`config.mk`:
```
export PLATFORM = sky130hd
export DESIGN_NAME = suffix_array_sorter
export DESIGN_NICKNAME = d
export VERILOG_FILES = /design/src/hw/rtl/sas_pkg.sv /design/src/hw/rtl/sas_ctrl.sv /design/src/hw/rtl/sas_datapath.sv /design/src/hw/rtl/suffix_array_sorter.sv
export SDC_FILE = /design/constraint.sdc
export NUM_CORES = 1
export LEC_CHECK = 0
export BUFFER_PORTS_ARGS = -buffer_cell sky130_fd_sc_hd__buf_2
export CORE_MARGIN = 3
export CORE_UTILIZATION = 57
export DETAILED_ROUTE_END_ITERATION = 10
export PLACE_DENSITY = 0.87
export SYNTH_ARGS = -nofsm -noshare
export SYNTH_HDL_FRONTEND = slang
export SYNTH_SLANG_ARGS = --single-unit
```
`constraint.sdc`:
```
create_clock -name clk -period 4.9 [get_ports clk]
set_input_delay 1.225 -clock clk [delete_from_list [all_inputs] [get_ports clk]]
set_output_delay 1.225 -clock clk [all_outputs]
set_load 0.05 [all_outputs]
```
`src/hw/rtl/sas_pkg.sv`:
```
// sas_pkg: shared types, constants and controller state encoding for the
// suffix array sorter. No dependencies.
package sas_pkg;
  localparam int MaxText = 64;
  localparam int AddrW   = 6;
  localparam int LenW    = 7;

  typedef struct packed {
    logic [7:0] text_byte;
    logic       is_final;
  } in_word_t;

  typedef struct packed {
    logic [5:0] suffix_start;
    logic       run_end;
    logic       truncated;
  } out_word_t;

  typedef enum logic [3:0] {
    ST_LOAD, ST_INIT, ST_OUTER, ST_LDCUR, ST_RDPREV, ST_CMPSET, ST_CMPRD, ST_CMPEVAL,
    ST_SHIFT, ST_PLACE, ST_EMITRD, ST_EMIT
  } state_t;

  // controller -> datapath
  typedef struct packed {
    logic load;       // store in word
    logic init_wr;    // order[i] = i
    logic i_clr;
    logic i_inc;
    logic start_ins;  // cur = order[i] (read issued earlier), j = i
    logic rd_prev;    // read order[j-1]
    logic cmp_set;    // set compare pointers, k = 0
    logic cmp_rd;     // read text at p+k, q+k
    logic k_inc;
    logic shift;      // order[j] = prev, j--
    logic place;      // order[j] = cur
    logic rd_out;     // read order[i]
    logic emit;
    logic done;       // clear length and overflow
  } ctl_t;

  // datapath -> controller
  typedef struct packed {
    logic last_byte;  // accepted word is final
    logic i_at_end;   // i == n-1
    logic i_done;     // i >= n
    logic j_zero;
    logic span_end;   // k reached shorter length
    logic chars_ne;
    logic less;       // decision when chars differ or span ended
  } sts_t;
endpackage

```
`src/hw/rtl/sas_ctrl.sv`:
```
// sas_ctrl: controller state machine of the suffix array sorter.
// Depends on sas_pkg.
module sas_ctrl (
  input  logic          clk,
  input  logic          rst_n,
  input  logic          start,
  output logic          busy,
  input  sas_pkg::sts_t sts,
  output sas_pkg::ctl_t ctl
);
  sas_pkg::state_t state_r, state_nxt;

  always_ff @(posedge clk) begin
    if (!rst_n) state_r <= sas_pkg::ST_LOAD;
    else state_r <= state_nxt;
  end

  always_comb begin
    state_nxt = state_r;
    ctl = '0;
    busy = (state_r != sas_pkg::ST_LOAD);
    unique case (state_r)
      sas_pkg::ST_LOAD: begin
        if (start) begin
          ctl.load = 1'b1;
          if (sts.last_byte) begin
            ctl.i_clr = 1'b1;
            state_nxt = sas_pkg::ST_INIT;
          end
        end
      end
      sas_pkg::ST_INIT: begin
        ctl.init_wr = 1'b1;
        ctl.i_inc = 1'b1;
        if (sts.i_at_end) state_nxt = sas_pkg::ST_OUTER;
      end
      sas_pkg::ST_OUTER: begin
        // i starts at 1 here after init pass wrapped; done when i >= n
        if (sts.i_done) begin
          ctl.i_clr = 1'b1;
          state_nxt = sas_pkg::ST_EMITRD;
        end else begin
          ctl.rd_out = 1'b1;
          state_nxt = sas_pkg::ST_LDCUR;
        end
      end
      sas_pkg::ST_LDCUR: begin
        ctl.start_ins = 1'b1;
        state_nxt = sas_pkg::ST_RDPREV;
      end
      sas_pkg::ST_RDPREV: begin
        if (sts.j_zero) begin
          state_nxt = sas_pkg::ST_PLACE;
        end else begin
          ctl.rd_prev = 1'b1;
          state_nxt = sas_pkg::ST_CMPSET;
        end
      end
      sas_pkg::ST_CMPSET: begin
        ctl.cmp_set = 1'b1;
        state_nxt = sas_pkg::ST_CMPRD;
      end
      sas_pkg::ST_CMPRD: begin
        ctl.cmp_rd = 1'b1;
        state_nxt = sas_pkg::ST_CMPEVAL;
      end
      sas_pkg::ST_CMPEVAL: begin
        if (sts.span_end || sts.chars_ne) begin
          state_nxt = sts.less ? sas_pkg::ST_SHIFT : sas_pkg::ST_PLACE;
        end else begin
          ctl.k_inc = 1'b1;
          state_nxt = sas_pkg::ST_CMPRD;
        end
      end
      sas_pkg::ST_SHIFT: begin
        ctl.shift = 1'b1;
        state_nxt = sas_pkg::ST_RDPREV;
      end
      sas_pkg::ST_PLACE: begin
        ctl.place = 1'b1;
        ctl.i_inc = 1'b1;
        state_nxt = sas_pkg::ST_OUTER;
      end
      sas_pkg::ST_EMITRD: begin
        ctl.rd_out = 1'b1;
        state_nxt = sas_pkg::ST_EMIT;
      end
      sas_pkg::ST_EMIT: begin
        ctl.emit = 1'b1;
        ctl.i_inc = 1'b1;
        if (sts.i_at_end) begin
          ctl.done = 1'b1;
          state_nxt = sas_pkg::ST_LOAD;
        end else begin
          state_nxt = sas_pkg::ST_EMITRD;
        end
      end
      default: state_nxt = sas_pkg::ST_LOAD;
    endcase
  end
endmodule

```
`src/hw/rtl/sas_datapath.sv`:
```
// sas_datapath: text and order memories, index counters and the suffix
// comparator of the suffix array sorter. Depends on sas_pkg.
module sas_datapath (
  input  logic               clk,
  input  logic               rst_n,
  input  logic               signed_chars,
  input  sas_pkg::in_word_t  in_word,
  input  sas_pkg::ctl_t      ctl,
  output sas_pkg::sts_t      sts,
  output logic               out_valid,
  output sas_pkg::out_word_t out_word
);
  logic [7:0] text_mem [sas_pkg::MaxText];
  logic [5:0] order_mem [sas_pkg::MaxText];

  logic [sas_pkg::LenW-1:0] len_r;
  logic                     ovf_r;
  logic [sas_pkg::LenW-1:0] i_r;
  logic [sas_pkg::AddrW-1:0] j_r, cur_r, prev_r, ord_rd_r, k_r, p_r, q_r;
  logic [sas_pkg::LenW-1:0] span_r;
  logic [7:0] x_r, y_r;
  logic       p_short_r;
  logic       out_valid_r;
  logic [sas_pkg::AddrW-1:0] ord_addr;

  // Order memory single read port address.
  always_comb begin
    ord_addr = i_r[sas_pkg::AddrW-1:0];
    if (ctl.rd_prev) ord_addr = j_r - 6'd1;
  end

  always_ff @(posedge clk) begin
    if (ctl.load && len_r < sas_pkg::LenW'(sas_pkg::MaxText))
      text_mem[len_r[sas_pkg::AddrW-1:0]] <= in_word.text_byte;
    if (ctl.cmp_rd) begin
      x_r <= text_mem[6'(p_r + k_r)];
      y_r <= text_mem[6'(q_r + k_r)];
    end
    if (ctl.init_wr) order_mem[i_r[sas_pkg::AddrW-1:0]] <= i_r[sas_pkg::AddrW-1:0];
    else if (ctl.shift) order_mem[j_r] <= prev_r;
    else if (ctl.place) order_mem[j_r] <= cur_r;
    if (ctl.rd_out || ctl.rd_prev) ord_rd_r <= order_mem[ord_addr];
  end

  always_ff @(posedge clk) begin
    if (!rst_n) begin
      len_r <= '0;
      ovf_r <= 1'b0;
      i_r <= '0;
      out_valid_r <= 1'b0;
    end else begin
      out_valid_r <= ctl.emit;
      if (ctl.done) begin
        len_r <= '0;
        ovf_r <= 1'b0;
      end else if (ctl.load) begin
        if (len_r < sas_pkg::LenW'(sas_pkg::MaxText)) len_r <= len_r + 7'd1;
        else ovf_r <= 1'b1;
      end
      if (ctl.i_clr) i_r <= '0;
      else if (ctl.init_wr && i_r == len_r - 7'd1) i_r <= 7'd1;
      else if (ctl.i_inc) i_r <= i_r + 7'd1;
    end
  end

  // Insertion step registers.
  logic [sas_pkg::LenW-1:0] len_p, len_q;
  assign len_p = len_r - {1'b0, cur_r};
  assign len_q = len_r - {1'b0, ord_rd_r};

  always_ff @(posedge clk) begin
    if (ctl.start_ins) begin
      cur_r <= ord_rd_r;
      j_r <= i_r[sas_pkg::AddrW-1:0];
    end
    if (ctl.shift) j_r <= j_r - 6'd1;
    if (ctl.cmp_set) begin
      prev_r <= ord_rd_r;
      p_r <= cur_r;
    end
    if (ctl.k_inc) k_r <= k_r + 6'd1;
    else if (ctl.cmp_set) k_r <= '0;
  end

  // q and span come from order[j-1] as it is read back
  always_ff @(posedge clk) begin
    if (ctl.cmp_set) begin
      q_r <= ord_rd_r;
      p_short_r <= len_p < len_q;
      span_r <= (len_p < len_q) ? len_p : len_q;
    end
  end

  // Pointers p/q: drive reads in CMPRD using current values.
  logic [7:0] kx, ky;
  assign kx = signed_chars ? (x_r ^ 8'h80) : x_r;
  assign ky = signed_chars ? (y_r ^ 8'h80) : y_r;

  assign sts.last_byte = in_word.is_final;
  assign sts.i_at_end  = (i_r == len_r - 7'd1);
  assign sts.i_done    = (i_r >= len_r);
  assign sts.j_zero    = (j_r == '0);
  assign sts.span_end  = ({1'b0, k_r} >= span_r);
  assign sts.chars_ne  = (kx != ky);
  assign sts.less      = sts.span_end ? p_short_r : (kx < ky);

  assign out_valid = out_valid_r;
  always_ff @(posedge clk) begin
    if (ctl.emit) begin
      out_word.suffix_start <= ord_rd_r;
      out_word.run_end <= sts.i_at_end;
      out_word.truncated <= ovf_r;
    end
  end
endmodule

```
`src/hw/rtl/suffix_array_sorter.sv`:
```
// suffix_array_sorter: top level, joins controller and datapath.
// Depends on sas_pkg, sas_ctrl, sas_datapath.
//
// Usage: drive in_word and pulse start while busy is low; each such cycle
// takes one text byte. Up to 64 bytes are kept; further ones are dropped
// and flag the results as truncated. A word with is_final closes the block
// and busy rises while the suffixes are sorted by insertion sort.
// After the final word the order is seeded; each insertion step then loads
// the next suffix, compares it with its predecessor one character at a time,
// shifts that predecessor up while the new suffix sorts first, and places it.
// Results come out on out_word with out_valid high for one cycle each;
// run_end marks the last. The receiver cannot stall.
// busy falls as the last result appears; the next block may then be loaded.
// cfg_we with cfg_wdata sets signed_chars (reset 1), written while idle.
// Reset (rst_n low, synchronous) empties the block and returns to loading.
// Memories need no clearing; entries are written before they are read.
module suffix_array_sorter (
  input  logic               clk,
  input  logic               rst_n,
  input  logic               start,
  output logic               busy,
  input  sas_pkg::in_word_t  in_word,
  output logic               out_valid,
  output sas_pkg::out_word_t out_word,
  input  logic               cfg_we,
  input  logic               cfg_wdata
);
  logic          signed_chars_r;
  sas_pkg::ctl_t ctl;
  sas_pkg::sts_t sts;

  always_ff @(posedge clk) begin
    if (!rst_n) signed_chars_r <= 1'b1;
    else if (cfg_we) signed_chars_r <= cfg_wdata;
  end

  sas_ctrl u_ctrl (
    .clk(clk), .rst_n(rst_n), .start(start), .busy(busy), .sts(sts), .ctl(ctl)
  );

  sas_datapath u_dp (
    .clk(clk), .rst_n(rst_n), .signed_chars(signed_chars_r), .in_word(in_word),
    .ctl(ctl), .sts(sts), .out_valid(out_valid), .out_word(out_word)
  );
endmodule

```
# Word-level counts from Yosys, hierarchy flattened
# Memories as Yosys holds them, arrays and structs flattened. A register that Yosys moved wholly into a read port is not among the register bits.
# Cells that the tools add are included.
[totals]
mem_count = 2
ff_bits = 67
word_cells = 129
out_inout_bits = 10
ramBits = 896
[mem_list]
columns = ["name", "words", "word_bits", "rd", "rd_ports_with_merged_regs", "wr", "line", "source"]
rows = [
  ["u_dp.text_mem", 64, 8, 2, 2, 1, "sas_datapath.sv:13", "logic [7:0] text_mem [sas_pkg::MaxText];"],
  ["u_dp.order_mem", 64, 6, 1, 1, 1, "sas_datapath.sv:14", "logic [5:0] order_mem [sas_pkg::MaxText];"],
]
[op_classes]
mux = 56
eq_ne = 16
magnitude_cmp = 5
reduce_logical = 19
n_addsub = 9
n_bitwise = 5
[op_table]
columns = ["cell", "count"]
rows = [
  ["2-to-1 mux 6 bit", 8],
  ["case mux 4 bit (11 select lines)", 1],
  ["2-to-1 mux 1 bit", 34],
  ["2-to-1 mux 4 bit", 7],
  ["equality test 4 x 3 -> 1 bit (second input constant)", 4],
  ["equality test 4 bit (second input constant)", 4],
  ["2-to-1 mux 8 bit", 2],
  ["adder 7 x 1 -> 7 bit (second input constant)", 2],
  ["subtractor 7 x 6 -> 7 bit", 2],
  ["adder 6 bit", 2],
  ["equality test 4 x 2 -> 1 bit (second input constant)", 2],
  ["< comparator 8 bit", 1],
  ["!= test 8 bit", 1],
  ["equality test 7 bit", 1],
  [">= comparator 6 x 7 -> 1 bit", 1],
  [">= comparator 7 bit", 1],
  ["< comparator 7 bit", 1],
  ["< comparator 7 bit (second input constant)", 1],
  ["2-to-1 mux 7 bit", 1],
  ["subtractor 7 x 1 -> 7 bit (second input constant)", 1],
  ["adder 6 x 1 -> 6 bit (second input constant)", 1],
  ["zero test 6 bit", 1],
  ["!= test 2 bit (second input constant)", 3],
  ["nonzero test 2 bit", 3],
  ["15 further kinds", 25],
]

# Logic depth before layout (Yosys ltp)
[depth]
ltp_word = 9
mapped_depth = 14
ltp_nobuf = 13

# Cells and area by module
# A second synthesis with hierarchy kept.
[unflattened]
cells_unflattened = 2619
area_unflattened_um2 = 44656.6
[modules_own_cells]
columns = ["module", "seq_area_each_um2", "cells_per_inst", "area_per_inst_um2", "instances"]
rows = [
  ["sas_datapath", 29268.1, 2549, 44202.4, 1],
  ["sas_ctrl", 80.1, 67, 420.4, 1],
  ["suffix_array_sorter", 20.0, 3, 33.8, 1],
]

# Worst setup path before layout
# Ideal clock, no wire load.
[synth_path]
path_type = "flip-flop to flip-flop"
startpoint = "register u_ctrl.state_r[3]"
endpoint = "memory u_dp.order_mem[0][1], data pin"
arrival_ps = 4077
path_buffers = 3
path_stages_with_launch = 7
t_required_ps = 4198
setup_ps = 702
period_less_slack_ps = 4779
path_slack_ps = 121
cell_sequence = "dfxtp_1 clkbuf_1 clkinv_1 or3_1 clkbuf_1 clkbuf_1 o21ai_0"
[synth_via]
elab_chain_cells = 9
[synth_rtl]
columns = ["element", "line", "source"]
rows = [
  ["start, declared", "sas_ctrl.sv:11", "sas_pkg::state_t state_r, state_nxt;"],
  ["start signal, assigned", "sas_ctrl.sv:14", "if (!rst_n) state_r <= sas_pkg::ST_LOAD;"],
  ["start signal, assigned", "sas_ctrl.sv:15", "else state_r <= state_nxt;"],
  ["equality test 4 bit", "sas_ctrl.sv:22", "unique case (state_r)"],
  ["2-to-1 mux 1 bit", "sas_ctrl.sv:22", ""],
  ["2-to-1 mux 1 bit", "sas_datapath.sv:41", "else if (ctl.place) order_mem[j_r] <= cur_r;"],
  ["2-to-1 mux 1 bit", "sas_datapath.sv:40", "else if (ctl.shift) order_mem[j_r] <= prev_r;"],
  ["2-to-1 mux 1 bit", "sas_datapath.sv:39", "if (ctl.init_wr) order_mem[i_r[sas_pkg::AddrW-1:0]] <= i_r[sas_pkg::AddrW-1:0];"],
  ["2-to-1 mux 1 bit (implied by the code)", "sas_datapath.sv:41", ""],
  ["bitwise OR 1 bit (no line)", "--", ""],
  ["OR reduction 6 bit (no line)", "--", ""],
  ["2-to-1 mux 6 bit (no line) *", "--", ""],
  ["end, declared", "sas_datapath.sv:14", ""],
]
# Mark *: on every way between the ends. The rest lies on a longest branch, timed or not.

# Worst setup path after layout
[layout_path]
startpoint = "register u_dp.k_r[0] (netlist name)"
endpoint = "register u_dp.x_r[2], read port of u_dp.text_mem, data pin"
[layout_via]
elab_chain_cells = 1
[layout_rtl]
columns = ["element", "line", "source"]
rows = [
  ["start, declared", "sas_datapath.sv:19", "logic [sas_pkg::AddrW-1:0] j_r, cur_r, prev_r, ord_rd_r, k_r, p_r, q_r;"],
  ["start signal, assigned", "sas_datapath.sv:81", "if (ctl.k_inc) k_r <= k_r + 6'd1;"],
  ["adder 6 bit", "sas_datapath.sv:36", "x_r <= text_mem[6'(p_r + k_r)];"],
  ["end, declared", "sas_datapath.sv:21", "logic [7:0] x_r, y_r;"],
]
# No other way between the ends.
# A chain may end at the register's enable or synchronous reset.

==> impl_metrics.tcl <==
set metrics [dict create \
    dr.pass1.iters 9 \
    syn_nets 2759 \
    post-route-drc-count 0 \
    synth-edff-count 964 \
    io_buffers 23 \
    drv_slew 0 \
    cpMostUsedCell "mux4_2" \
    hpwl_um 72100 \
    placementRows 101 \
    arrival_ps 4970 \
    maxCapViolCount 0 \
    start_kind "flip-flop" \
    yosys.area.top_type "edfxtp_1" \
    finalPower_uw 23900 \
    synth_seq_cells 985 \
    min_from "u_dp.ovf_r$_SDFFE_PP0P_" \
    grt_setup_unrepaired "false" \
    clockBufferDepth 3 \
    hold_viol_final 0 \
    drt-total-wl_um 123000 \
    cts_buffers 97 \
    timing.slew.headroom 0.116 \
    ir_drop_v 0.000785 \
    syn_area_sq_mm 0.0444 \
    die_h_um 285 \
    required_ps 5340 \
    syn_inst 2686 \
    cp_slowest_cell "fa_4" \
    ant_nets 0 \
    setup_tns_ps 0 \
    rr_worst_depth 8 \
    clk_latency_ps 720 \
    wl_per_cell_um 31.9 \
    clk_pin_slew_worst_paths_ps 60 \
    grt_usage 0.303 \
    grt_max_degree 145 \
    ys.flop_type "edfxtp_1" \
    fin_area_sq_mm 0.0492 \
    gp_congestion 0.883 \
    syn2layout_area_growth_pct 11.0 \
    whs_ps 461 \
    layout_commonest_cell "edfxtp_1" \
    ys_top_cells_by_area "edfxtp_1 65%, mux4_2 16%, nand2_1 2.9%, mux2i_1 1.7%, ha_1 1.6%" \
    p_leak_uw 0.0165 \
    drive_gt1_frac 0.215 \
    grt_remaining_overflow 0 \
    min_path_cells 0 \
    crit_chain "ha_4 -> fa_4 -> buf_12 -> mux4_2 -> mux4_2 -> nor2b_1 -> a211oi_1 -> a21oi_1" \
    cts_sinks 985 \
    die_x_um 285 \
    hp-class "flip-flop to flip-flop" \
    vias 27500 \
    yosysSeqAreaShare 0.662 \
    grt_pass1_wl_um 181000 \
    ff2ff_setup_slack_ps 360 \
    worstSetupEndpointType "flip-flop" \
    final_cell_mix "964 x edfxtp_1, 341 x nand2_1, 320 x mux4_2" \
    cts_htree_levels 3 \
    initial_core_util 0.580 \
    synth_top_area_frac 0.652 \
    grt_pass1_vias 27800 \
    fin_nets 2809 \
    place_inst 3667 \
    synth_warnings 0 \
    fmax_mhz 220 \
    drt-initial-drc-count 4771 \
    syn_area_per_cell_sq_um 16.5 \
    core_area_sq_mm 0.0766 \
    cts_resized 0 \
    antenna_found_initial 4 \
    hold_buffers 0 \
    path_max_fanout 33 \
    powerDensity_mw_per_mm2 485 \
    cts_setup_buffers 0 \
    finalCriticalPeriod_ps 4540 \
    outcome "completed" \
    fin_cells 3848 \
    skew_ps 97.1 \
    holdPathEnd "u_dp.out_word[0]$_DFFE_PP_" \
    vias_per_cell 7.15 \
    dieArea_sq_mm 0.0812 \
    ys_async_sr_fraction 0 \
    worst_pin_slew_ps 1320 \
    dpl-instance-area_sq_mm 0.0461 \
    cts-root-buf "clkbuf_16" \
    regToRegStartpoint "u_dp.k_r[0]$_SDFFCE_PN0P_" \
    rr_endpoint "u_dp.x_r[2]$_DFFE_PP_" \
    cts_tree "yes" \
    setup_viol 0 \
    max_stage_delay_ps 1170 \
    path_class "flip-flop to flip-flop" \
    post-route-period-util 0.926 \
    ys_types 60 \
    io_pins 24 \
]
==> sequential cells by signal, indices dropped and copies added (netlist names) <==
register / cells
u_dp.x_r: 8
u_dp.ovf_r: 1
u_dp.j_r: 6
u_dp.p_r: 6
u_dp.cur_r: 6
u_dp.out_valid: 1
u_dp.p_short_r: 1
signed_chars_r: 1
u_dp.q_r: 6
u_dp.k_r: 6
u_dp.text_mem: 512
u_dp.out_word: 8
u_dp.ord_rd_r: 6
u_dp.i_r: 7
u_dp.len_r: 7
u_dp.order_mem: 384
u_ctrl.state_r: 4
u_dp.y_r: 8
u_dp.span_r: 7
==> Yosys cell counts (5+ instances only) <==
master and n:
a211oi_1 19, a21o_1 28, a21oi_1 48, a32oi_1 48, a41oi_1 6, and3_1 5
buf_1 8, buf_2 57, buf_4 7, clkbuf_1 88, dfxtp_1 21, edfxtp_1 964
ha_1 55, inv_1 48, mux2i_1 77, mux4_2 320, nand2_1 341, nand2b_1 8
nand3_1 119, nand3b_1 6, nand4_1 59, nor2_1 182, nor2b_1 19, nor3_1 14
o21ai_0 20, o21bai_1 7, or3_1 6, xnor2_1 31, xor2_1 16
==> worst max path at each step <==
stage / from / slack, ps / cells past startpoint / endpoint
after floorplan: u_ctrl.state_r[3]$_SDFFE_PN0P_ / 120 / 6 / u_dp.order_mem[0][1]$_DFFE_PP_
after global placement: u_dp.k_r[0]$_SDFFCE_PN0P_ / 640 / 8 / u_dp.x_r[2]$_DFFE_PP_
after detailed placement: u_dp.k_r[0]$_SDFFCE_PN0P_ / 560 / 8 / u_dp.x_r[2]$_DFFE_PP_
after CTS: u_dp.k_r[0]$_SDFFCE_PN0P_ / 510 / 8 / u_dp.x_r[2]$_DFFE_PP_
after global routing: u_dp.k_r[0]$_SDFFCE_PN0P_ / 320 / 8 / u_dp.x_r[2]$_DFFE_PP_
final: u_dp.k_r[0]$_SDFFCE_PN0P_ / 360 / 8 / u_dp.x_r[2]$_DFFE_PP_
==> layer usage <==
layer | global-route usage | vias up | share of wire
met5 | 0 | - | 0.00018
met4 | 0.171 | 4 | 0.070
met1 | 0.372 | 13500 | 0.32
met3 | 0.0686 | 630 | 0.12
met2 | 0.500 | 2551 | 0.49
li1 | - | 10800 | -
==> logic make-up (layout without fill, tap and decap cells) <==
kind of cell,count (synthesis),in the layout,share of synthesized area
AND/OR/NAND/NOR,773,773,0.0765
multiplexers,401,401,0.181
other,0,2,0
buffers and inverters,214,344,0.0210
AO/OA/AOI/OAI,207,207,0.0334
adder cells (fa/ha/maj),59,59,0.0173
XOR/XNOR,47,47,0.00928
flip-flops,985,985,0.662
==> metrics by stage <==
stage	utilization	setup WS (ps)
after floorplan	-	121
after global placement	0.602	643
after detailed placement	0.602	560
after CTS	0.643	508
after global routing	0.643	321
final	0.643	362
==> report_power, final <==
part | switching [uW] | internal (uW)
sequential | 175 | 9580
clock | 3350 | 4080
combinational | 4110 | 2580
==> worst max-delay path: cells and delay by family, from the launching register on <==
| kind | cells | cell delay [ps] |
|---|---|---|
| buf+inv | 1 | 330 |
| compound gates | 2 | 830 |
| flops | 1 | 540 |
| simple gates | 1 | 250 |
| mux | 2 | 840 |
| fa+ha+maj | 2 | 1410 |
==> final cells by class <==
class,count,area [sq um]
repair buffers,115,931
clock inverters,52,597
flip-flops and latches,985,29400
well taps,1030,1290
inverters,50,188
diodes,2,5.00
multi-input cells,1487,14300
clock buffers,127,2580
fillers,4856,27300
Note: power is estimated with default switching activity, not from simulation.
